### config.mk
export PLATFORM = sky130hd
export DESIGN_NAME = hbs_ram
export DESIGN_NICKNAME = d
export VERILOG_FILES = /design/src/design/hbs_ram.sv
export SDC_FILE = /design/constraint.sdc
export NUM_CORES = 2
export LEC_CHECK = 0
export ABC_CLOCK_PERIOD_IN_PS = 2900
export BUFFER_PORTS_ARGS = -buffer_cell sky130_fd_sc_hd__buf_2
export CAP_MARGIN = 40
export CORE_MARGIN = 4
export CORE_UTILIZATION = 63
export DETAILED_ROUTE_END_ITERATION = 10
export PLACE_DENSITY = 0.79
export SETUP_SLACK_MARGIN = 0.15
export SLEW_MARGIN = 20
export SYNTH_ARGS = -nofsm -noshare
export SYNTH_HDL_FRONTEND = slang
export SYNTH_SLANG_ARGS = --single-unit
export TNS_END_PERCENT = 10
### constraint.sdc
create_clock -name clk -period 2.9 [get_ports clk]
set_input_delay 0.29 -clock clk [delete_from_list [all_inputs] [get_ports clk]]
set_output_delay 0.29 -clock clk [all_outputs]
set_load 0.02 [all_outputs]
### src/design/hbs_ram.sv
// Generic single-port-write, single-port-read RAM with registered read data.
`default_nettype none
module hbs_ram #(
  parameter int WIDTH = 16,
  parameter int DEPTH = 256
) (
  input  logic                     clk,
  input  logic                     we,
  input  logic [$clog2(DEPTH)-1:0] waddr,
  input  logic [WIDTH-1:0]         wdata,
  input  logic                     re,
  input  logic [$clog2(DEPTH)-1:0] raddr,
  output logic [WIDTH-1:0]         rdata
);

  logic [WIDTH-1:0] mem [DEPTH];

  always_ff @(posedge clk) begin
    if (we) begin
      mem[waddr] <= wdata;
    end
    if (re) begin
      rdata <= mem[raddr];
    end
  end

endmodule
`default_nettype wire

# [Yosys cells after proc, flatten, opt, wreduce, memory -nomap -nowiden]
# Memories as Yosys holds them, arrays and structs flattened. A register that Yosys moved wholly into a read port is not among the register bits.
# Index checks and enable logic that the tools add are counted.
[op_classes] order_cmp=0 n_shift=0 bitwise=0 n_reduce_logical=0 eq_ne=0 div=0 n_addsub=0 muxes=2 mul=0
[ops] op="$mux 1" count=2
[totals] latch_bits=0 in_bits=35 mem_count=1 reg_bits=0 mem_bits_ro=0 elab_cells=3 out_inout_bits=16 mem_bits_rw=4096
[memory_table] name="mem" depth=256 word_bits=16 read_ports=1 rd_ports_with_merged_regs=1 wr=1 line_no="16" rtl="logic [WIDTH-1:0] mem [DEPTH];"

# [Longest topological paths before layout]
[depth] depth_word=2 mapped_depth=12 depth_no_buf=6

# [Worst setup path after synthesis]
# Ideal clock, no wire load.
[synth_path] path_type="in2reg" from="input raddr[0]" to="register rdata[4] (read register of mem), data pin" path_buffers=3 t_arrival_ps=2274 slack_ps=361 setup_ps=265 t_required_ps=2635 stages=8 cell_sequence="buf_6 > buf_6 > buf_2 > mux4_2 > mux4_2 > a22o_1 > o32ai_2 > nor4_2"
[synth_rtl] element="start: declaration" line_no="12" rtl="input logic [$clog2(DEPTH)-1:0] raddr,"
[synth_rtl] element="end: declaration" line_no="13" rtl="output logic [WIDTH-1:0] rdata"

==> metrics.cfg <==
[outcome]
status = finished clean

[power]
vdd_drop_max_uv = 595
p_per_area_nw_per_um2 = 676
p_leak_nw = 59.7

[global_route]
grt_start_max_net_pins = 125
grt_pass1_vias = 85900
grt_usage_pct = 34.5
overflow = 0
grt_pass1_wl_mm = 635
antenna_found_initial = 31

[floorplan]
rows = 184
die-height_um = 510
die_w_um = 510
initial_utilization_pct = 63.3
dieArea_um2 = 260000
ioPinCount = 51
core_um2 = 251000

[timing]
finClkSkew_ps = 76.4
fmax_mhz = 363
post-route-min-period_ps = 2760
setup_violations = 0
tightest_slew_ps = 1150
hold_violations = 0
maxSlewViolCount = 0
rsz0062_at_grt = true
slew_headroom_pct = 23.1
timing.final.crit_share_pct = 95.1
holdWs_ps = 116

[logic_synthesis]
syn_nets = 7395
avgSynthCellArea_um2 = 21.6
synth.distinct_cells = 51
yosysTopAreaCell = edfxtp_1
synth_edf_count = 4112
synthArstFlopShare_pct = 0
yosysWarningCount = 0
ys_ff_latch = 4112
syn_area_um2 = 159000
seq_area_frac_synth_pct = 77.7
synth_area_leaders = edfxtp_1 (78%), mux4_2 (11%), mux2i_1 (3.6%), o221ai_1 (1.4%), nor2_1 (0.72%)
synthCells = 7360
ys.flop_type = edfxtp_1
synth_top_area_share_pct = 77.7

[clocking]
cts_buffer_depth = 4
cts-root-buf = clkbuf_16
h-tree-depth = 5
cts_tree = yes
cts_buffers = 399
cts_setup_buffers = 0
worstSkewPairLatency_ps = 1000
cts.sinks = 4112
path_clk_slew_ps = 70

[critical_path]
arrival_ps = 3470
start_kind = register
end_kind = register
ff2ff_path_depth = 9
worst-r2r-setup-slack_ps = 140
rr_startpoint = mem[8][13]$_DFFE_PP_
criticalPathCategory = reg2reg
critPathRequiredTime_ps = 3610
r2r_end = rdata[13]$_DFFE_PP_
worstPathMaxFanout = 1

[placed_design]
gp_congestion = 0.940
dp.cells = 11300
placed_area_um2 = 170000
port_buffers = 50
dp_hpwl_mm = 260

[run]
cap_violations = 0

[route]
drtAntennaViolNets = 0
dr.pass1.iters = 9
vias = 86500
drt_iter0_drc = 15100
routed_wirelength_mm = 445
via_per_inst = 7.19
wire_per_inst_um = 37.0
drc = 0

[layout]
final_area_um2 = 183000
area_growth_pct = 15.3
final_cells = 12000
layout.nets = 8393
drive_above_1_share_pct = 29.2

[hold_path]
whs_endpoint = mem[222][0]$_DFFE_PP_
min_path_cells = 4
hp-start = waddr[6]
hold_class = in2reg

per-layer routing:
layer,up-vias,wire (um),track usage [%]
met5,-,137,0
met4,22,26300,16.4
met3,1464,66200,10.4
met2,7791,207000,52.4
met1,43900,145000,46.8
li1,33300,-,-
through the flow:
stage / power [mW] / setup slack (ps) / utilization [%] / TNS [ps]
finish: 124 / 141 / 72.9 / 0
global route: 127 / 93.2 / 72.9 / 0
CTS: 124 / 83.7 / 72.9 / 0
detailed placement: 73.6 / -851 / 67.7 / -9020
global placement: 73.4 / -825 / 67.7 / -8800
floorplan: 70.1 / 361 / - / 0
critical path, cell delays in order (launching register included):
cell and delay (ps):
edfxtp_1 400, mux4_2 460, mux2_2 300, a22oi_2 240
buf_4 190, nand2_1 180, o32ai_4 300, buf_4 210
buf_4 130, nor4_1 50
power by group:
| part | total [mW] | internal (mW) | switching (mW) |
|---|---|---|---|
| Clock | 51.1 | 29.3 | 21.8 |
| Combinational | 7.10 | 2.67 | 4.43 |
| Sequential | 65.6 | 65.5 | 0.105 |
Yosys cell counts (4+ instances only):
cell       count
edfxtp_1    4112
mux4_2       797
mux2i_1      565
nor2_1       304
o221ai_1     252
clkbuf_1     230
a21oi_1      175
o22ai_1      148
nor3_1        92
mux2_2        88
buf_6         77
buf_2         76
a22oi_1       43
nand2_1       38
o21ai_0       37
nand3_1       35
a22o_1        32
a221oi_1      28
buf_1         27
buf_4         26
nand4_1       26
o32ai_1       20
a211oi_1      18
nor4_1        17
o31ai_1       16
and3_1        11
buf_8         11
nor2b_1        9
a2111oi_0      6
a31oi_1        6
buf_12         5
or2_2          4
sequential cells by signal, indices dropped and copies added (netlist names):
name and cells:
rdata 16, mem 4096
cells in the final DEF (no fill, tap or decap), types with 12 or more instances in the layout:
cell           count
nor2_2            16
nor2_1           288
nand4_1           26
a22oi_1           39
clkbuf_1          68
o21ai_0           37
nor3_1            90
o31ai_1           15
a21oi_1          175
a221oi_1          25
nand2_1           38
clkinv_2          73
buf_4            841
a22o_1            29
clkinv_1          81
o22ai_1          148
nor4_1            17
dlygate4sd3_1     17
bufinv_16         43
buf_8             18
buf_12           139
clkinvlp_4        12
mux2_2            87
clkbuf_16        404
mux2i_1          565
o221ai_1         252
diode_2           21
a211oi_1          18
buf_2             31
edfxtp_1        4112
nand3_1           29
mux4_2           797
worst max-delay path by stage:
stage                          startpoint             endpoint  slack, ps
global placement                 raddr[0]  rdata[13]$_DFFE_PP_       -830
global route         mem[3][13]$_DFFE_PP_  rdata[13]$_DFFE_PP_         90
floorplan                        raddr[0]   rdata[4]$_DFFE_PP_        360
CTS                 mem[139][8]$_DFFE_PP_   rdata[8]$_DFFE_PP_         80
detailed placement               raddr[0]  rdata[11]$_DFFE_PP_       -850
finish               mem[8][13]$_DFFE_PP_  rdata[13]$_DFFE_PP_        140
layout make-up:
cell class,instances,area (um^2)
Multi-Input combinational cell,2792,33000
Antenna cell,21,52.6
Fill cell,13100,68000
Sequential cell,4112,123000
Inverter,4,27.5
Clock inverter,229,2280
Tap cell,3348,4190
Clock buffer,472,10400
Timing Repair Buffer,1049,9740
cells by family (layout without fill, tap and decap cells):
family / Yosys count / after routing / synth area share [%]
AND/OR/NAND/NOR: 556 / 556 / 1.57
AO/OA/AOI/OAI: 786 / 786 / 3.53
other: 0 / 21 / 0
buffers and inverters: 456 / 1754 / 1.69
multiplexers: 1450 / 1450 / 15.5
flip-flops: 4112 / 4112 / 77.7
what timing repair did:
| action | in CTS | in global routing |
|---|---|---|
| hold buffers | 17 | 0 |
| endpoints found under the hold margin | 1342 | 0 |
| resized for setup | 20 | 12 |
| setup endpoints to repair | 11 | 6 |
| pin swaps | 0 | 3 |
No activity file was read; power rests on OpenSTA's default activity.
