--- config.mk ---
export PLATFORM = sky130hd
export DESIGN_NAME = hbs_filter
export DESIGN_NICKNAME = d
export VERILOG_FILES = /design/src/design/hbs_pkg.sv /design/src/design/hbs_filter.sv
export SDC_FILE = /design/constraint.sdc
export NUM_CORES = 2
export LEC_CHECK = 0
export ABC_CLOCK_PERIOD_IN_PS = 9300
export BUFFER_PORTS_ARGS = -buffer_cell sky130_fd_sc_hd__buf_2
export CAP_MARGIN = 20
export CORE_ASPECT_RATIO = 0.5
export CORE_MARGIN = 1
export CORE_UTILIZATION = 44
export CTS_CLUSTER_DIAMETER = 80
export DETAILED_ROUTE_END_ITERATION = 7
export HOLD_SLACK_MARGIN = 0.1
export RECOVER_POWER = 100
export SYNTH_ARGS = -nofsm -noshare
export SYNTH_HDL_FRONTEND = slang
export SYNTH_SLANG_ARGS = --single-unit
--- constraint.sdc ---
create_clock -name clk -period 9.3 [get_ports clk]
set_input_delay 0.93 -clock clk [delete_from_list [all_inputs] [get_ports clk]]
set_output_delay 0.93 -clock clk [all_outputs]
set_load 0.1 [all_outputs]
--- src/design/hbs_pkg.sv ---
// Shared constants, request codes and stage structures of the height map sampler.
`default_nettype none
package hbs_pkg;

  localparam int FRAC_BITS = 16;
  localparam int MAX_SIDE  = 256;
  localparam int COORD_W   = $clog2(MAX_SIDE);
  localparam int SIDE_W    = COORD_W + 1;
  localparam int ADDR_W    = 2 * COORD_W;
  localparam int DEPTH     = MAX_SIDE * MAX_SIDE;
  localparam int HEIGHT_W  = 16;
  localparam int UNIT_W    = FRAC_BITS + 1;

  localparam logic [SIDE_W-1:0] SIDE_LIMIT = SIDE_W'(MAX_SIDE);
  localparam logic [UNIT_W-1:0] UNIT_ONE   = UNIT_W'(1) << FRAC_BITS;

  localparam logic [0:0] REG_WIDTH  = 1'b0;
  localparam logic [0:0] REG_HEIGHT = 1'b1;

  typedef enum logic [1:0] {
    REQ_LOAD     = 2'd0,
    REQ_PIXEL    = 2'd1,
    REQ_BILINEAR = 2'd2
  } req_t;

  // Per-stage control: res marks a word that yields a result.
  typedef struct packed {
    logic res;
    logic bil;
    logic mv;
  } tag_t;

  typedef struct packed {
    logic [ADDR_W-1:0] a00;
    logic [ADDR_W-1:0] a10;
    logic [ADDR_W-1:0] a01;
    logic [ADDR_W-1:0] a11;
  } addr_t;

  typedef struct packed {
    logic                we;
    logic [ADDR_W-1:0]   addr;
    logic [HEIGHT_W-1:0] data;
  } wr_t;

endpackage
`default_nettype wire

--- src/design/hbs_filter.sv ---
// Filter stages: horizontal blend, vertical blend, rounding and the output register.
`default_nettype none
module hbs_filter (
  input  logic                            clk,
  input  logic                            rst,
  input  logic                            adv,
  input  hbs_pkg::tag_t                   tag3,
  input  logic [hbs_pkg::FRAC_BITS-1:0]   tx3,
  input  logic [hbs_pkg::FRAC_BITS-1:0]   ty3,
  input  logic [hbs_pkg::HEIGHT_W-1:0]    c00,
  input  logic [hbs_pkg::HEIGHT_W-1:0]    c10,
  input  logic [hbs_pkg::HEIGHT_W-1:0]    c01,
  input  logic [hbs_pkg::HEIGHT_W-1:0]    c11,
  output logic                            out_valid,
  output logic [hbs_pkg::HEIGHT_W-1:0]    height_out,
  output logic                            map_valid
);

  localparam int TOP_W = hbs_pkg::HEIGHT_W + hbs_pkg::FRAC_BITS;
  localparam int ACC_W = hbs_pkg::HEIGHT_W + 2 * hbs_pkg::FRAC_BITS;

  // Stage 4 side data, aligned with the registered RAM outputs.
  hbs_pkg::tag_t                   tag4, tag5, tag6;
  logic [hbs_pkg::FRAC_BITS-1:0]   tx4, ty4, ty5;
  logic [TOP_W-1:0]                top5, bot5;
  logic [hbs_pkg::HEIGHT_W-1:0]    pix5, pix6;
  logic [ACC_W-1:0]                acc6;

  logic signed [hbs_pkg::HEIGHT_W:0]       dtop, dbot;
  logic signed [hbs_pkg::HEIGHT_W+hbs_pkg::FRAC_BITS+1:0] ptop, pbot;
  logic [TOP_W+1:0]                        top_sum, bot_sum;
  logic signed [TOP_W:0]                   dver;
  logic signed [TOP_W+hbs_pkg::FRAC_BITS+1:0] pver;
  logic [TOP_W+hbs_pkg::FRAC_BITS+1:0]     acc_sum;
  logic [ACC_W-1:0]                        rnd;
  logic [hbs_pkg::HEIGHT_W-1:0]            res_next;

  always_ff @(posedge clk) begin
    if (rst) begin
      tag4 <= '0;
      tag5 <= '0;
      tag6 <= '0;
    end else if (adv) begin
      tag4 <= tag3;
      tag5 <= tag4;
      tag6 <= tag5;
    end
  end

  // Each blend is written as a + (b - a) * t so that one multiplier serves a row.
  always_comb begin
    dtop    = $signed({1'b0, c10}) - $signed({1'b0, c00});
    dbot    = $signed({1'b0, c11}) - $signed({1'b0, c01});
    ptop    = dtop * $signed({1'b0, tx4});
    pbot    = dbot * $signed({1'b0, tx4});
    top_sum = {2'b00, c00, hbs_pkg::FRAC_BITS'(0)} + $unsigned(ptop);
    bot_sum = {2'b00, c01, hbs_pkg::FRAC_BITS'(0)} + $unsigned(pbot);
  end

  always_ff @(posedge clk) begin
    if (adv) begin
      tx4  <= tx3;
      ty4  <= ty3;
      top5 <= top_sum[TOP_W-1:0];
      bot5 <= bot_sum[TOP_W-1:0];
      ty5  <= ty4;
      pix5 <= c00;
    end
  end

  always_comb begin
    dver    = $signed({1'b0, bot5}) - $signed({1'b0, top5});
    pver    = dver * $signed({1'b0, ty5});
    acc_sum = {2'b00, top5, hbs_pkg::FRAC_BITS'(0)} + $unsigned(pver);
  end

  always_ff @(posedge clk) begin
    if (adv) begin
      acc6 <= acc_sum[ACC_W-1:0];
      pix6 <= pix5;
    end
  end

  // The blend is never above full scale, so adding the half cannot carry out.
  always_comb begin
    rnd = acc6 + (ACC_W'(1) << (2 * hbs_pkg::FRAC_BITS - 1));
    if (!tag6.mv) begin
      res_next = '0;
    end else if (tag6.bil) begin
      res_next = rnd[2 * hbs_pkg::FRAC_BITS +: hbs_pkg::HEIGHT_W];
    end else begin
      res_next = pix6;
    end
  end

  always_ff @(posedge clk) begin
    if (rst) begin
      out_valid <= 1'b0;
    end else if (adv) begin
      out_valid <= tag6.res;
    end
  end

  always_ff @(posedge clk) begin
    if (adv) begin
      height_out <= res_next;
      map_valid  <= tag6.mv;
    end
  end

endmodule
`default_nettype wire

== Word-level counts from Yosys, hierarchy flattened ==
Index checks and enable logic that the tools add are counted.
Storage, ports and cells
  register bits: 219
  output and inout bits: 18
  word-level logic and storage cells: 31
Cells by class
  $add $sub $neg: 7
  multipliers: 3
  mux-type cells: 1
Operators with widths (count)
  $add A32 B32 Y32: 2
  $mul A17 B17 Y32: 2
  $add A48 B32 Y48 const B: 1
  $add A48 B48 Y48: 1
  $mul A33 B17 Y48: 1
  $sub A16 B16 Y17: 2
  $sub A32 B32 Y33: 1
  $mux W16: 1

== Longest topological paths before layout ==
  depth in word-level cells: 3
  gate-level depth with buffers: 36

== Worst setup path before layout ==
OpenSTA, ideal clock, no wires.
  kind: input -> register
  start point: input c10[0] (netlist bit)
  end point: register top5[31], data pin
  arrival time: 8.689 ns
  required time: 9.032 ns
  path slack: 0.344 ns
  cell stages on the path: 34
  path buffers: 1
  path through: inv_1 > ha_1 > inv_1 > fa_1 > a21oi_1 > o2111ai_1 > nand2b_1 > a41oi_1 > o21ai_0 > and2_1 > nor2_1 > xnor2_1 > clkbuf_1 > nand2_1 > fa_1 > inv_1 > fa_1 > inv_1 > fa_1 > inv_1 > fa_1 > inv_1 > fa_1 > inv_1 > fa_1 > ha_1 > or4_1 > nor3_2 > o41ai_2 > a2111oi_2 > nor2_1 > a211o_1 > a21oi_1 > xnor3_1
On the way
  longest elaborated chain between the ends: 3
RTL lines
  start, declared: RTL line hbs_filter.sv:11  | input logic [hbs_pkg::HEIGHT_W-1:0] c10,
  $sub A16 B16 Y17: RTL line hbs_filter.sv:52  | dtop = $signed({1'b0, c10}) - $signed({1'b0, c00});
  $mul A17 B17 Y32: RTL line hbs_filter.sv:54  | ptop = dtop * $signed({1'b0, tx4});
  $add A32 B32 Y32: RTL line hbs_filter.sv:56  | top_sum = {2'b00, c00, hbs_pkg::FRAC_BITS'(0)} + $unsigned(ptop);
  via top_sum[31]: RTL line hbs_filter.sv:31  | logic [TOP_W+1:0] top_sum, bot_sum;
  end signal, assigned: RTL line hbs_filter.sv:64  | top5 <= top_sum[TOP_W-1:0];
  end, declared: RTL line hbs_filter.sv:25  | logic [TOP_W-1:0] top5, bot5;
The timed path passes the listed nets, and every way through them passes these cells.
A chain may end at the register's enable or synchronous reset.

== Worst setup path after layout ==
  start point: input c00[0] (netlist bit)
  end point: register top5[31], data pin
On the way
  longest elaborated chain between the ends: 3
RTL lines
  start, declared: RTL line hbs_filter.sv:10  | input logic [hbs_pkg::HEIGHT_W-1:0] c00,
  $sub A16 B16 Y17: RTL line hbs_filter.sv:52
  $mul A17 B17 Y32: RTL line hbs_filter.sv:54
  $add A32 B32 Y32 (*): RTL line hbs_filter.sv:56
  via top_sum[31]: RTL line hbs_filter.sv:31
The timed path passes the listed nets; every way through them passes the cells marked *.

==> flow_metrics.tcl <==
set metrics [dict create \
    synth_area_mm2 0.0517 \
    synth_cell_types 81 \
    netlist_instances 5514 \
    core_mm2 0.116 \
    period_minus_slack_ns 8.89 \
    dr.pass1.iters 6 \
    wirelength_mm 135 \
    ys_async_sr_fraction_pct 0 \
    vias 37106 \
    cts-htree-levels 4 \
    yosysWarnings 0 \
    synth_top_area_share_pct 43.0 \
    synthTopCellsByCount "1376 x inv_1, 1112 x fa_1, 541 x nand2_1" \
    initial_core_util_pct 44.6 \
    endpoint_kind "flop" \
    slew_headroom_pct -294 \
    maxCapViolCount 3 \
    first_iter_violations 2537 \
    grt.total_usage_pct 23.9 \
    synth_enable_flop_cells 178 \
    seq_area_frac_synth_pct 10.7 \
    syn-num-nets 7112 \
    required_ns 9.53 \
    die_w_um 487 \
    max_freq_ghz 0.112 \
    via_per_inst 5.17 \
    antenna_found_initial 2 \
    finalCritPeriodShare_pct 95.6 \
    num_rows 88 \
    highest_layer "met4" \
    ios 120 \
    start_kind "primary input" \
    nNetsFinal 7183 \
    report.final.slew_viol_count 193 \
    dp_hpwl_mm 109 \
    cp_slowest_cell "xnor2_1" \
    drc_errors 0 \
    postSynthRegisterBits 188 \
    drive_gt1_share_pct 6.27 \
    area_growth_pct 7.29 \
    cts_buffer_depth 2 \
    final_core_util_pct 47.9 \
    grt_overflow_total 0 \
    cts_hold_buf 0 \
    post_drt_wl_per_cell_um 18.8 \
    die_y_um 244 \
    wl_met2_mm 62.9 \
    crit_fanout 9 \
    clk_latency_ns 0.50 \
    design.die.area_mm2 0.119 \
    critPathMostFrequentCell "fa_1" \
    yosysTopAreaCell "fa_1" \
    clkSinkCount 188 \
    routabilityCongestion 0.916 \
    grt_pass1_vias 40404 \
    hold_viol 0 \
    io_buffers 119 \
    antenna_left 0 \
    status "complete, but fails checks" \
    numCtsBuffers 17 \
    avgSynthCellArea_um2 9.38 \
    violations "capacitance limit, slew limit" \
    cts_tree "done" \
    yosysMostFrequentCell "inv_1" \
    finClkSkew_ns 0.0172 \
    min_path_type "reg2reg" \
    grt_max_degree 91 \
    wl_met1_mm 61.1 \
    clk_pin_slew_ns 0.09 \
    tightest_slew_ns 5.91 \
    wl_met3_mm 7.58 \
    finalSetupViolCount 0 \
    worstPathArrival_ns 9.12 \
    grt_pass1_wl_mm 222 \
    critPathKind "in2reg" \
    crit_path_max_incr_delay_ns 0.78 \
    ys.flop_type "edfxtp_1" \
    cts_root_buf "clkbuf_16" \
    ys_top_cells_by_area "fa_1 43%, edfxtp_1 10%, inv_1 10%" \
]
==> kinds of logic after synthesis <==
group	count (synthesis)	share of synthesized area [%]
buf+inv	1640	12.0
simple gates	1590	16.2
fa+ha+maj	1496	52.3
compound gates	418	5.66
flops	188	10.7
xor+xnor	170	2.91
mux	12	0.235
==> per-layer routing <==
| layer | vias up | global-route usage (%) |
|---|---|---|
| li1 | 16731 | - |
| met1 | 19142 | 33.8 |
| met2 | 1068 | 39.1 |
| met3 | 165 | 2.78 |
| met4 | 0 | 5.85 |
| met5 | - | 0 |
==> cell type report <==
class                      count  area, um^2
clock buffer                  17         425
clock inverter                15         215
multi-input combinational   3686       40100
antenna                        1        2.50
inverter                    1377        5170
sequential                   188        5550
tap                         1575        1970
timing repair buffer         315        2070
fill                       10939       60500
==> worst max-delay path, delay by kind of cell <==
family                     cells  cell delay [ns]
AOI/OAI and AO/OA              7             1.59
xor gates and xnor gates       2             1.04
adders and majority gates      9             3.61
buffers and inverters          8             0.63
and+or+nand+nor                5             1.32
==> flip-flops by register name, indices dropped and copies added, names as in the netlist, 16 cells and up <==
register and count:
bot5 32, top5 32, acc6 17, height_out 16, pix5 16, pix6 16, tx4 16, ty4 16
ty5 16
==> per-stage QoR <==
| stage | hold WS (ns) | setup slack, ns | setup TNS (ns) | cell area, um^2 | instances |
|---|---|---|---|---|---|
| global placement | 0.401 | -0.0562 | -0.0562 | 54700 | 7128 |
| detailed placement | 0.405 | -0.197 | -0.231 | 54700 | 7128 |
| finish | 0.410 | 0.410 | 0 | 55500 | 7174 |
| global route | 0.418 | -0.0143 | -0.0178 | 55500 | 7173 |
| floorplan | 0.400 | 0.344 | 0 | 51700 | 5514 |
| CTS | 0.419 | 0.100 | 0 | 55400 | 7160 |
==> path summary, 6_finish.rpt <==
kind / from / end / slack (ns) / depth (start not counted)
worst max-delay path: c00[0] / top5[31]$_DFFE_PP_ / 0.41 / 31
worst max register to register: top5[0]$_DFFE_PP_ / acc6[47]$_DFFE_PP_ / 0.46 / 35
worst min-delay path: ty4[9]$_DFFE_PP_ / ty5[9]$_DFFE_PP_ / 0.41 / 0
worst min register to register: ty4[9]$_DFFE_PP_ / ty5[9]$_DFFE_PP_ / 0.41 / 0
==> placed cells by master, fill, tap and decap left out, types with 29 or more instances in the layout <==
cell type     n
inv_1      1376
fa_1       1111
nand2_1     540
and2_1      514
ha_1        384
edfxtp_1    178
buf_4       174
xnor2_1     118
nand3_1     116
nor2b_1     101
a21oi_1     101
buf_2        89
nor2_1       85
a21o_1       50
o21ai_0      46
xor2_1       46
nand4_1      44
clkbuf_1     41
nor3_1       30
nand2b_1     29
==> repair_timing <==
action / in CTS / in global routing
endpoints found under the hold margin: 0 / 0
setup endpoints to repair: 0 / 14
resized for setup: 0 / 26
setup buffers: 0 / 11
Power is not shown: default switching activity piles up to over one toggle a cycle in this logic, so the estimate is an artifact.
