[src/design/hbs_pkg.sv]
// Shared constants, request codes and stage structures of the height map sampler.
`default_nettype none
package hbs_pkg;

  localparam int FRAC_BITS = 16;
  localparam int MAX_SIDE  = 256;
  localparam int COORD_W   = $clog2(MAX_SIDE);
  localparam int SIDE_W    = COORD_W + 1;
  localparam int ADDR_W    = 2 * COORD_W;
  localparam int DEPTH     = MAX_SIDE * MAX_SIDE;
  localparam int HEIGHT_W  = 16;
  localparam int UNIT_W    = FRAC_BITS + 1;

  localparam logic [SIDE_W-1:0] SIDE_LIMIT = SIDE_W'(MAX_SIDE);
  localparam logic [UNIT_W-1:0] UNIT_ONE   = UNIT_W'(1) << FRAC_BITS;

  localparam logic [0:0] REG_WIDTH  = 1'b0;
  localparam logic [0:0] REG_HEIGHT = 1'b1;

  typedef enum logic [1:0] {
    REQ_LOAD     = 2'd0,
    REQ_PIXEL    = 2'd1,
    REQ_BILINEAR = 2'd2
  } req_t;

  // Per-stage control: res marks a word that yields a result.
  typedef struct packed {
    logic res;
    logic bil;
    logic mv;
  } tag_t;

  typedef struct packed {
    logic [ADDR_W-1:0] a00;
    logic [ADDR_W-1:0] a10;
    logic [ADDR_W-1:0] a01;
    logic [ADDR_W-1:0] a11;
  } addr_t;

  typedef struct packed {
    logic                we;
    logic [ADDR_W-1:0]   addr;
    logic [HEIGHT_W-1:0] data;
  } wr_t;

endpackage
`default_nettype wire

[src/design/hbs_coord.sv]
// Coordinate stages: clamping, scaling to map space and cell address generation.
`default_nettype none
module hbs_coord (
  input  logic                                clk,
  input  logic                                rst,
  input  logic                                adv,
  input  logic                                in_valid,
  input  logic [1:0]                          req_type,
  input  logic [15:0]                         pix_x,
  input  logic [15:0]                         pix_y,
  input  logic [hbs_pkg::HEIGHT_W-1:0]        height_in,
  input  logic [19:0]                         coord_u,
  input  logic [19:0]                         coord_v,
  input  logic [hbs_pkg::SIDE_W-1:0]          w_eff,
  input  logic [hbs_pkg::SIDE_W-1:0]          h_eff,
  input  logic                                mv,
  output hbs_pkg::tag_t                       tag3,
  output hbs_pkg::addr_t                      addr3,
  output hbs_pkg::wr_t                        wr3,
  output logic [hbs_pkg::FRAC_BITS-1:0]       tx3,
  output logic [hbs_pkg::FRAC_BITS-1:0]       ty3
);

  function automatic logic [hbs_pkg::COORD_W-1:0] clamp_pix(input logic [15:0] p,
                                                           input logic [hbs_pkg::SIDE_W-1:0] n);
    logic [hbs_pkg::COORD_W-1:0] r;
    if (p[15]) begin
      r = '0;
    end else if (p[14:0] >= 15'(n)) begin
      r = hbs_pkg::COORD_W'(n - 1'b1);
    end else begin
      r = p[hbs_pkg::COORD_W-1:0];
    end
    return r;
  endfunction

  function automatic logic [hbs_pkg::UNIT_W-1:0] clamp_unit(input logic [19:0] c);
    logic [hbs_pkg::UNIT_W-1:0] r;
    if (c[19]) begin
      r = '0;
    end else if (c[18:0] > 19'(hbs_pkg::UNIT_ONE)) begin
      r = hbs_pkg::UNIT_ONE;
    end else begin
      r = c[hbs_pkg::UNIT_W-1:0];
    end
    return r;
  endfunction

  // Stage 1 registers.
  hbs_pkg::tag_t                     tag1;
  logic                              ld1;
  logic [hbs_pkg::COORD_W-1:0]       xc1, yc1;
  logic [hbs_pkg::HEIGHT_W-1:0]      data1;
  logic [hbs_pkg::UNIT_W-1:0]        cu1, cv1;

  // Stage 2 registers.
  hbs_pkg::tag_t                     tag2;
  logic                              ld2;
  logic [hbs_pkg::COORD_W-1:0]       x02, y02;
  logic [hbs_pkg::HEIGHT_W-1:0]      data2;
  logic [hbs_pkg::FRAC_BITS-1:0]     tx2, ty2;

  hbs_pkg::tag_t                     tag1_next;
  logic                              ld1_next;
  hbs_pkg::req_t                     rq;
  logic [hbs_pkg::COORD_W-1:0]       wm1, hm1;
  logic [hbs_pkg::UNIT_W+hbs_pkg::COORD_W-1:0] xs, ys;
  logic [hbs_pkg::COORD_W:0]         x0p, y0p;
  logic [hbs_pkg::COORD_W-1:0]       x1, y1;
  logic [hbs_pkg::SIDE_W+hbs_pkg::COORD_W-1:0] row0, row1;
  hbs_pkg::addr_t                    addr_next;

  always_comb begin
    rq        = hbs_pkg::req_t'(req_type);
    tag1_next = '0;
    ld1_next  = 1'b0;
    tag1_next.mv = mv;
    case (rq)
      hbs_pkg::REQ_LOAD: begin
        ld1_next = in_valid && mv && !pix_x[15] && !pix_y[15] &&
                   (pix_x[14:0] < 15'(w_eff)) && (pix_y[14:0] < 15'(h_eff));
      end
      hbs_pkg::REQ_PIXEL: begin
        tag1_next.res = in_valid;
      end
      hbs_pkg::REQ_BILINEAR: begin
        tag1_next.res = in_valid;
        tag1_next.bil = 1'b1;
      end
      default: begin
        tag1_next = '0;
      end
    endcase
  end

  always_ff @(posedge clk) begin
    if (rst) begin
      tag1 <= '0;
      ld1  <= 1'b0;
    end else if (adv) begin
      tag1 <= tag1_next;
      ld1  <= ld1_next;
    end
  end

  always_ff @(posedge clk) begin
    if (adv) begin
      xc1   <= clamp_pix(pix_x, w_eff);
      yc1   <= clamp_pix(pix_y, h_eff);
      data1 <= height_in;
      cu1   <= clamp_unit(coord_u);
      cv1   <= clamp_unit(coord_v);
    end
  end

  // Stage 2: scale the unit coordinates by the side length less one (bilinear words only).
  always_comb begin
    wm1 = hbs_pkg::COORD_W'(w_eff - 1'b1);
    hm1 = hbs_pkg::COORD_W'(h_eff - 1'b1);
    xs  = cu1 * wm1;
    ys  = cv1 * hm1;
  end

  always_ff @(posedge clk) begin
    if (rst) begin
      tag2 <= '0;
      ld2  <= 1'b0;
    end else if (adv) begin
      tag2 <= tag1;
      ld2  <= ld1;
    end
  end

  always_ff @(posedge clk) begin
    if (adv) begin
      data2 <= data1;
      if (tag1.bil) begin
        x02 <= xs[hbs_pkg::FRAC_BITS +: hbs_pkg::COORD_W];
        y02 <= ys[hbs_pkg::FRAC_BITS +: hbs_pkg::COORD_W];
        tx2 <= xs[hbs_pkg::FRAC_BITS-1:0];
        ty2 <= ys[hbs_pkg::FRAC_BITS-1:0];
      end else begin
        x02 <= xc1;
        y02 <= yc1;
        tx2 <= '0;
        ty2 <= '0;
      end
    end
  end

  // Stage 3: neighbour coordinates and row-major addresses with pitch w.
  always_comb begin
    x0p  = {1'b0, x02} + 1'b1;
    y0p  = {1'b0, y02} + 1'b1;
    x1   = (x0p < w_eff) ? x0p[hbs_pkg::COORD_W-1:0] : hbs_pkg::COORD_W'(w_eff - 1'b1);
    y1   = (y0p < h_eff) ? y0p[hbs_pkg::COORD_W-1:0] : hbs_pkg::COORD_W'(h_eff - 1'b1);
    row0 = y02 * w_eff;
    row1 = y1 * w_eff;
    addr_next.a00 = hbs_pkg::ADDR_W'(row0 + x02);
    addr_next.a10 = hbs_pkg::ADDR_W'(row0 + x1);
    addr_next.a01 = hbs_pkg::ADDR_W'(row1 + x02);
    addr_next.a11 = hbs_pkg::ADDR_W'(row1 + x1);
  end

  always_ff @(posedge clk) begin
    if (rst) begin
      tag3   <= '0;
      wr3.we <= 1'b0;
    end else if (adv) begin
      tag3   <= tag2;
      wr3.we <= ld2;
    end
  end

  always_ff @(posedge clk) begin
    if (adv) begin
      addr3     <= addr_next;
      wr3.addr  <= addr_next.a00;
      wr3.data  <= data2;
      tx3       <= tx2;
      ty3       <= ty2;
    end
  end

endmodule
`default_nettype wire

[config.mk]
export PLATFORM = sky130hd
export DESIGN_NAME = hbs_coord
export DESIGN_NICKNAME = d
export VERILOG_FILES = /design/src/design/hbs_pkg.sv /design/src/design/hbs_coord.sv
export SDC_FILE = /design/constraint.sdc
export NUM_CORES = 1
export LEC_CHECK = 0
export BUFFER_PORTS_ARGS = -buffer_cell sky130_fd_sc_hd__buf_4
export CORE_MARGIN = 10
export CORE_UTILIZATION = 40
export DETAILED_ROUTE_END_ITERATION = 8
export GPL_ROUTABILITY_DRIVEN = 0
export SLEW_MARGIN = 0
export SYNTH_ARGS = -nofsm -noshare
export SYNTH_HDL_FRONTEND = slang
export SYNTH_SLANG_ARGS = --single-unit
[constraint.sdc]
create_clock -name clk -period 10.6 [get_ports clk]
set_clock_uncertainty 0.05 [all_clocks]
set_input_delay 1.06 -clock clk [delete_from_list [all_inputs] [get_ports clk]]
set_output_delay 1.06 -clock clk [all_outputs]
set_load 0.02 [all_outputs]
; Word level (Yosys, flattened, before mapping)
; Cells that the tools add are included.
[op_classes]
n_addsub = 8
n_mul = 4
order_cmp = 8
eq_ne = 2
muxes = 12
n_reduce_logical = 12
[op_table]
columns = operator, count
row1 = $add 16x8->16, 4
row2 = $mul 17x8->24, 2
row3 = $mux 8, 6
row4 = $gt 19x17->1 const B, 2
row5 = $mux 17, 2
row6 = $mul 8x9->16, 2
row7 = $ge 15x9->1, 2
row8 = $lt 15x9->1, 2
row9 = $add 8x1->9 const B, 2
row10 = $lt 9x9->1, 2
row11 = $sub 8x1->8 const B, 2
row12 = $reduce_or 2->1, 3
row13 = $logic_and 1x1->1, 5
row14 = $mux 1, 4
row15 = $reduce_or 3->1, 1
row16 = $eq 2x1->1 const B, 1
row17 = $eq 2x2->1 const B, 1
row18 = $logic_not 1->1, 2
row19 = $logic_not 2->1, 1
[totals]
regBits = 254
input_bits = 113
output_inout_bits = 132
elab_cells = 77

; Longest topological paths before layout
[depth]
word_depth = 6
ltp_mapped = 26
mapped_depth_nobuf = 26

; Worst setup path after synthesis
; No wires, ideal clock.
[synth_path]
path_kind = input to register
from = input h_eff[7] (netlist bit)
to = register addr3[14] (netlist bit) (data pin)
setup_ps = 268
t_arrival_ps = 6653
required_ps = 10282
path_slack_ps = 3629
path_stages = 24
n_path_buf = 0
cell_sequence = inv_1 -> ha_1 -> nor4_1 -> nand2_1 -> o311ai_4 -> mux2_2 -> and2_1 -> fa_1 -> inv_1 -> fa_1 -> inv_1 -> fa_1 -> inv_1 -> fa_1 -> inv_1 -> ha_1 -> nor2_1 -> a21oi_1 -> a31o_2 -> a21oi_1 -> xnor2_1 -> and2_1 -> nor3b_1 -> xor2_1
[synth_rtl]
columns = element, line
row1 = start: declaration, hbs_coord.sv:15  ; input logic [hbs_pkg::SIDE_W-1:0] h_eff,
row2 = end signal: assignment, hbs_coord.sv:177  ; addr3 <= addr_next;
row3 = end: declaration, hbs_coord.sv:18  ; output hbs_pkg::addr_t addr3,

==> flow_summary_export.csv <==
group,metric,value,unit
timing,min_period,7870,ps
timing,relSlewSlack,22.6,%
worst_setup_path,cp.arrival,8150,ps
job,maxCapViolCount,0,
grt,grt_first_pass_wirelength,101,mm
yosys,synth_seq_area_share,30.6,%
yosys,synth_area_leader_cell,"edfxtp_1",
worst_setup_path,endpoint_kind,"flip-flop",
worst_setup_path,path_class,"reg2reg",
min_path,hp-class,"reg2reg",
floorplanning,initial_utilization,40.5,%
yosys,avgSynthCellArea,10.4,µm²
floorplanning,die_h,268,µm
clock_tree,clock-sinks,254,
worst_setup_path,max_stage_delay,700,ps
timing,fmax,127,MHz
worst_setup_path,slowest_stage,"edfxtp_1",
clock_tree,cts_buffers,30,
timing,rsz0062_at_grt,"false",
placement,dpl.hpwl,49.8,mm
clock_tree,cts.repair.resized,0,
placement,io_buffer_count,244,
clock_tree,ctsRootBufferMaster,"clkbuf_16",
floorplanning,die_w,268,µm
worst_setup_path,crit_fanout,13,
final_layout,finalNetCount,3183,
yosys,synthArstFlopShare,0,%
worst_setup_path,crit_required,10880,ps
timing,fin_crit_sh,74.2,%
clock_tree,cts.htree.levels,1,
drt,drtPass1Iterations,5,
worst_setup_path,crit_top_cell,"fa_1",
timing,setup_viol,0,
timing,drv_slew,0,
timing,final.setup.tns,0,ps
yosys,yosysWarningCount,0,
drt,wl_per_cell,18.7,µm
grt,overflow,0,
drt,vias,17480,
final_layout,num_antenna_cells,0,
floorplanning,die_area,0.0717,mm²
drt,avgViaCountPerCell,5.17,
yosys,synth.cell_area,0.0245,mm²
timing,hold_viol,0,
floorplanning,ioPinCount,245,
yosys,synth_nets,2964,
clock_tree,post_cts_buffers,0,
grt,grt_pass1_vias,18621,
clock_tree,clockBufferDepth,3,
worst_setup_path,worst_setup_path_start_kind,"flip-flop",
drt,wirelength,63.3,mm
yosys,synth-edff-count,242,
clock_tree,cts_tree,"built",
yosys,synth_flop_cell,"edfxtp_1",
final_layout,syn_to_final_growth,14.5,%
yosys,netlist_top_cells_area,"edfxtp_1 (30%), fa_1 (22%), ha_1 (12%), and2_1 (6.3%), inv_1 (5.0%)",
clock_tree,worst_skew_pair.late_latency,600,ps
timing,tightest_slew,1160,ps
grt,antenna_found_initial,1,
run_status,outcome,"finished clean",
floorplanning,core,0.0606,mm²
final_layout,nFillCells,5709,
drt,postRouteAntennaNets,0,
worst_setup_path,crit_chain,"and3_1 > nand3_1 > xnor2_1 > ha_1 > nor4_1 > nand2_1 > o311ai_4 > mux2_2 > and2_1 > fa_1 > fa_1 > fa_1 > inv_1 > fa_1 > inv_1 > ha_1 > nor4_1 > o21ai_0 > a31o_2 > a21oi_1 > xnor2_1 > and2_1 > nor3b_1 > xor2_1",
drt,drc,0,
yosys,syn_inst,2358,
yosys,yosysUniqueCellTypes,66,
clock_tree,holdBufCountCts,0,
grt,track_usage,17.6,%
final_layout,drive_above_1_share,13.1,%
floorplanning,rows,90,
drt,drt_iter0_drc,1150,
clock_tree,cts.clk_slew.worst_paths,60,ps
yosys,ys_seq_elements,254,
grt,grt_max_degree,68,
yosys,synth_top_area_share,29.6,%
-- cells in the mapped netlist, types with 13 or more instances --
master	instances
buf_4	16
inv_1	330
mux2_2	19
o21a_1	20
xnor2_1	93
nand2b_1	16
nor3_1	23
fa_1	264
edfxtp_1	242
o21bai_1	14
o21ai_0	57
a211oi_1	13
a21oi_1	80
nor4_1	16
a21o_1	29
nor2b_1	38
nand2_1	254
nand3_1	25
and2_1	246
clkbuf_1	56
nor2_1	93
ha_1	229
and3_1	14
xor2_1	34
mux2i_1	29
-- logic make-up (layout without fill, tap and decap cells) --
group	Yosys count	in the layout	share of synthesized area, %
buffers and inverters	404	643	6.42
XOR/XNOR	130	130	4.73
AO/OA/AOI/OAI	267	267	7.07
AND/OR/NAND/NOR	761	761	15.9
adder cells (fa/ha/maj)	493	493	33.2
flip-flops	254	254	30.6
multiplexers	49	49	2.12
-- flip-flops by register name, summed over array words and instances (netlist names), 16 cells and up --
| register | flops |
|---|---|
| addr3 | 48 |
| cv1 | 17 |
| ty3 | 16 |
| data1 | 16 |
| ty2 | 16 |
| data2 | 16 |
| tx2 | 16 |
| cu1 | 17 |
| wr3 | 33 |
| tx3 | 16 |
-- per-layer routing --
metal / global-route usage, % / up-vias / part of all wire, %
met5: 0 / - / 0.021
met4: 4.55 / 2 / 2.3
met3: 3.39 / 88 / 6.8
met2: 29.2 / 494 / 47
met1: 23.4 / 8706 / 44
li1: - / 8190 / -
-- placed cells by master (no fill, tap or decap), types with 19 or more instances in the layout --
cell type	n
inv_1	330
fa_1	264
buf_4	260
nand2_1	254
and2_1	246
edfxtp_1	242
ha_1	229
nor2_1	93
xnor2_1	92
a21oi_1	80
o21ai_0	57
nor2b_1	38
xor2_1	34
clkbuf_16	30
a21o_1	29
mux2i_1	29
nand3_1	25
nor3_1	23
o21a_1	20
mux2_2	19
-- metrics by stage --
stage / hold WS [ps] / worst slack, ps / util, % / cells / instance area (µm²)
6_report: 365 / 2730 / 46.4 / 3379 / 28100
5_1_grt: 370 / 2250 / 46.4 / 3379 / 28100
4_1_cts: 367 / 2770 / 46.4 / 3379 / 28100
3_5_place_dp: 355 / 2800 / 44.8 / 3327 / 27200
3_3_place_gp: 351 / 3010 / 44.8 / 3327 / 27200
2_1_floorplan: 350 / 3630 / - / 2358 / 24500
-- final timing paths --
| kind | startpoint | end | slack [ps] | depth (start not counted) |
|---|---|---|---|---|
| setup / recovery | y02[2] | addr3[14] | 2730 | 24 |
| hold / removal | data1[8] | data2[8] | 360 | 0 |
| setup reg to reg | y02[2] | addr3[14] | 2730 | 24 |
| hold reg to reg | data1[8] | data2[8] | 360 | 0 |
-- area by class of cell --
cell class	count	area [µm²]	area share (%)
clock buffer	35	769	2.74
clock inverter	17	164	0.583
inverter	330	1240	4.41
multi-input combinational	1700	15500	55.1
sequential	254	7510	26.7
tap	782	978	3.48
timing repair buffer	261	1970	7.00
-- critical path: cells and delay by family, from the launching register on --
family	cells	cell delay, ps
fa+ha+maj	6	2470
simple gates	8	1900
compound gates	4	1340
flops	1	700
xor+xnor	3	570
mux	1	480
buf+inv	2	90
Power is not shown: default switching activity piles up to over one toggle a cycle in this logic, so the estimate is an artifact.
